File: config.mk
export PLATFORM = sky130hd
export DESIGN_NAME = csse_ram
export DESIGN_NICKNAME = d
export VERILOG_FILES = /design/src/hdl/csse_ram.sv
export SDC_FILE = /design/constraint.sdc
export NUM_CORES = 2
export LEC_CHECK = 0
export BUFFER_PORTS_ARGS = -buffer_cell sky130_fd_sc_hd__buf_2
export CAP_MARGIN = 20
export CORE_UTILIZATION = 60
export DETAILED_ROUTE_END_ITERATION = 10
export PLACE_DENSITY = 0.86
export SLEW_MARGIN = 30
export SYNTH_ARGS = -nofsm -noshare
export SYNTH_HDL_FRONTEND = slang
export SYNTH_SLANG_ARGS = --single-unit
File: constraint.sdc
create_clock -name clk_i -period 4.4 [get_ports clk_i]
set_clock_uncertainty 0.05 [all_clocks]
set_input_delay 0.22 -clock clk_i [delete_from_list [all_inputs] [get_ports clk_i]]
set_output_delay 0.22 -clock clk_i [all_outputs]
set_load 0.02 [all_outputs]
File: src/hdl/csse_ram.sv
`default_nettype none
// ----------------------------------------------------------------------------
// csse_ram
// Generic single write port, single read port RAM with registered read.
// ----------------------------------------------------------------------------
module csse_ram #(
  parameter int Width = 32,
  parameter int Depth = 64
) (
  input  wire logic                     clk_i,
  input  wire logic                     we_i,
  input  wire logic [$clog2(Depth)-1:0] waddr_i,
  input  wire logic [Width-1:0]         wdata_i,
  input  wire logic [$clog2(Depth)-1:0] raddr_i,
  output logic      [Width-1:0]         rdata_o
);

  logic [Width-1:0] mem_q [Depth];

  always_ff @(posedge clk_i) begin
    if (we_i) begin
      mem_q[waddr_i] <= wdata_i;
    end
    rdata_o <= mem_q[raddr_i];
  end

endmodule
`default_nettype wire

==> results.sh <==
export IMPL_drt_total_wl_um=233000
export IMPL_synth_edff_count=2048
export IMPL_cp_start_kind="input pin"
export IMPL_cts_htree_levels=4
export IMPL_min_to="mem_q[25][23]$_DFFE_PP_"
export IMPL_power_density_cell_area_mw_per_mm2=454
export IMPL_multiInputGateArea_mm2=0.0160
export IMPL_r2r_end="rdata_o[11]$_DFF_P_"
export IMPL_fin_crit_ns=2.90
export IMPL_netlist_instances=3324
export IMPL_grt_use_total_pct=35.7
export IMPL_cts_inserted_buffers=186
export IMPL_drt_antenna_violating_nets=0
export IMPL_slew_headroom_pct=29.4
export IMPL_worst_pin_slew_ns=1.06
export IMPL_netlist_area_leader_share_pct=78.3
export IMPL_syn_num_nets=3370
export IMPL_max_freq_mhz=344
export IMPL_clock_sinks=2080
export IMPL_grt_pass1_vias=41300
export IMPL_rows=132
export IMPL_cts_setup_buffers=0
export IMPL_drv_slew=0
export IMPL_port_buffers=77
export IMPL_post_drt_wl_per_cell_um=42.4
export IMPL_synth_top_cell_by_area="edfxtp_1"
export IMPL_drt_initial_drc_count=8258
export IMPL_grt_max_degree=71
export IMPL_finalHoldViolations=0
export IMPL_gp_congestion=0.837
export IMPL_path_clk_slew_ns=0.06
export IMPL_start_util_pct=60.6
export IMPL_grt_antenna_before_repair=22
export IMPL_drive_gt1_share_pct=29.5
export IMPL_synth_most_common_cell="edfxtp_1"
export IMPL_yosys_register_bits=2080
export IMPL_dr_pass1_iters=9
export IMPL_grt_pass1_wl_um=321000
export IMPL_rr_worst_depth=4
export IMPL_async_flop_share_pct=0
export IMPL_syn2layout_area_growth_pct=12.4
export IMPL_cp_max_fo=33
export IMPL_ios=78
export IMPL_ctsRootBufferMaster="clkbuf_16"
export IMPL_peakVddDrop_mv=0.480
export IMPL_core_area_mm2=0.130
export IMPL_worstPathArrival_ns=3.47
export IMPL_grt_remaining_overflow=0
export IMPL_clockBufferDepth=3
export IMPL_die_area_mm2=0.132
export IMPL_clock_latency_ns=0.84
export IMPL_nNetsFinal=3634
export IMPL_r2r_start="mem_q[7][11]$_DFFE_PP_"
export IMPL_yosys_most_used_dff="edfxtp_1"
export IMPL_nFillCells=6962
export IMPL_outcome="finished, final reports clean"
export IMPL_grt_setup_unrepaired="false"
export IMPL_worstHoldStart="wdata_i[23]"
export IMPL_whs_path_depth=2
export IMPL_cp_required_ns=4.96
export IMPL_fin_crit_sh_pct=66.0
export IMPL_regArea_mm2=0.0621
export IMPL_power_leakage_nw=27.5
export IMPL_dp_cells=5129
export IMPL_cts_tree="built"
export IMPL_final_cells=5491
export IMPL_die_h_um=364
export IMPL_drc=0
export IMPL_hp_class="input pin to flop"
export IMPL_routed_via_count=41300
export IMPL_synth_commonest_cells="2,048 x edfxtp_1, 544 x mux4_2, 137 x nor2_1, 93 x mux2i_1, 84 x o22ai_1"
export IMPL_cp_end_kind="flop"
export IMPL_critPathKind="input pin to flop"
export IMPL_fp_dieW_um=364
export IMPL_tns_ns=0
export IMPL_regToRegSetupSlack_ns=1.52
export IMPL_syn_cell_area_mm2=0.0785
export IMPL_ys_seq_area_share_pct=79.1
export IMPL_drt_vias_per_instance=7.52
export IMPL_dp_hpwl_um=120000
export IMPL_setup_violations_final=0
export IMPL_yosysUniqueCellTypes=34
export IMPL_ys_warnings_count=0
export IMPL_syn_avg_cell_area_um2=23.6
export IMPL_synth_area_leaders="edfxtp_1 78%, mux4_2 16%, mux2i_1 1.2%"
export IMPL_cap_violations=0
[through the flow]
| stage | setup slack (ns) | utilization, % | power [mW] | hold WS, ns | cell area, um^2 |
|---|---|---|---|---|---|
| global route | 1.47 | 68.1 | 40.7 | 0.0440 | 88200 |
| finish | 1.50 | 68.1 | 40.1 | 0.0423 | 88300 |
| floorplan | 0.970 | - | 23.5 | 0.269 | 78500 |
| detailed placement | 0.939 | 63.5 | 24.6 | 0.591 | 82300 |
| CTS | 1.75 | 68.0 | 40.0 | 0.0216 | 88100 |
| global placement | 0.903 | 63.3 | 24.4 | 0.590 | 82100 |
[per-layer routing]
metal	GRT usage, %	wire [um]	part of all wire [%]	vias up
met5	0	115	0.049	-
met4	22.0	18500	8.0	18
met3	8.92	34100	15	1094
met2	56.3	110000	47	4626
met1	45.1	69800	30	20800
li1	-	-	-	14800
[what timing repair did]
action	CTS	global route
resized for setup	0	0
hold buffers	9	1
endpoints found under the hold margin	448	64
[cells in the final DEF, fill, tap and decap left out, types with 24 or more instances in the layout]
cell type	instances
o221ai_1	27
clkbuf_1	48
buf_4	153
nor2_1	74
buf_2	66
o22ai_1	84
dfxtp_1	32
clkinv_1	57
mux2i_1	93
nor2_4	63
edfxtp_1	2048
nand2_1	24
mux4_2	544
a21oi_1	62
clkbuf_16	189
[worst max-delay path by stage]
stage | startpoint | to | cells after the start
CTS | raddr_i[0] | rdata_o[11]$_DFF_P_ | 7
finish | raddr_i[0] | rdata_o[11]$_DFF_P_ | 7
global placement | raddr_i[0] | rdata_o[4]$_DFF_P_ | 7
floorplan | waddr_i[3] | mem_q[48][0]$_DFFE_PP_ | 4
global route | raddr_i[0] | rdata_o[11]$_DFF_P_ | 7
detailed placement | raddr_i[0] | rdata_o[11]$_DFF_P_ | 7
[layout make-up]
type	count	area share, %
well taps	1742	2.47
clock buffers	241	5.63
diodes	8	0.0227
repair buffers	258	2.49
clock inverters	100	0.835
flip-flops and latches	2080	70.4
multi-input cells	1062	18.1
[report_power, final]
part / internal, mW / switching [mW] / leakage, nW / total (mW)
Sequential: 21.9 / 0.123 / 18.7 / 22.1
Clock: 8.39 / 7.41 / 2.77 / 15.8
Combinational: 0.762 / 1.49 / 6.03 / 2.25
[logic make-up (layout without fill, tap and decap cells)]
family,after synthesis,count (layout),synth area share (%)
flip-flops,2080,2080,79.1
other,0,8,0
AO/OA/AOI/OAI,202,202,1.67
AND/OR/NAND/NOR,223,223,1.27
multiplexers,637,637,16.8
buffers and inverters,182,599,1.13
[state kept, by name, indices dropped and copies added, names as in the netlist]
signal / flops
rdata_o: 32
mem_q: 2048
[critical path, stage by stage]
cell     delay, ns
buf_8         0.33
buf_12        0.33
buf_12        0.28
mux4_2        0.58
mux4_2        0.60
o22ai_1       0.76
nor2_1        0.31
Note: power is estimated with default switching activity, not from simulation.
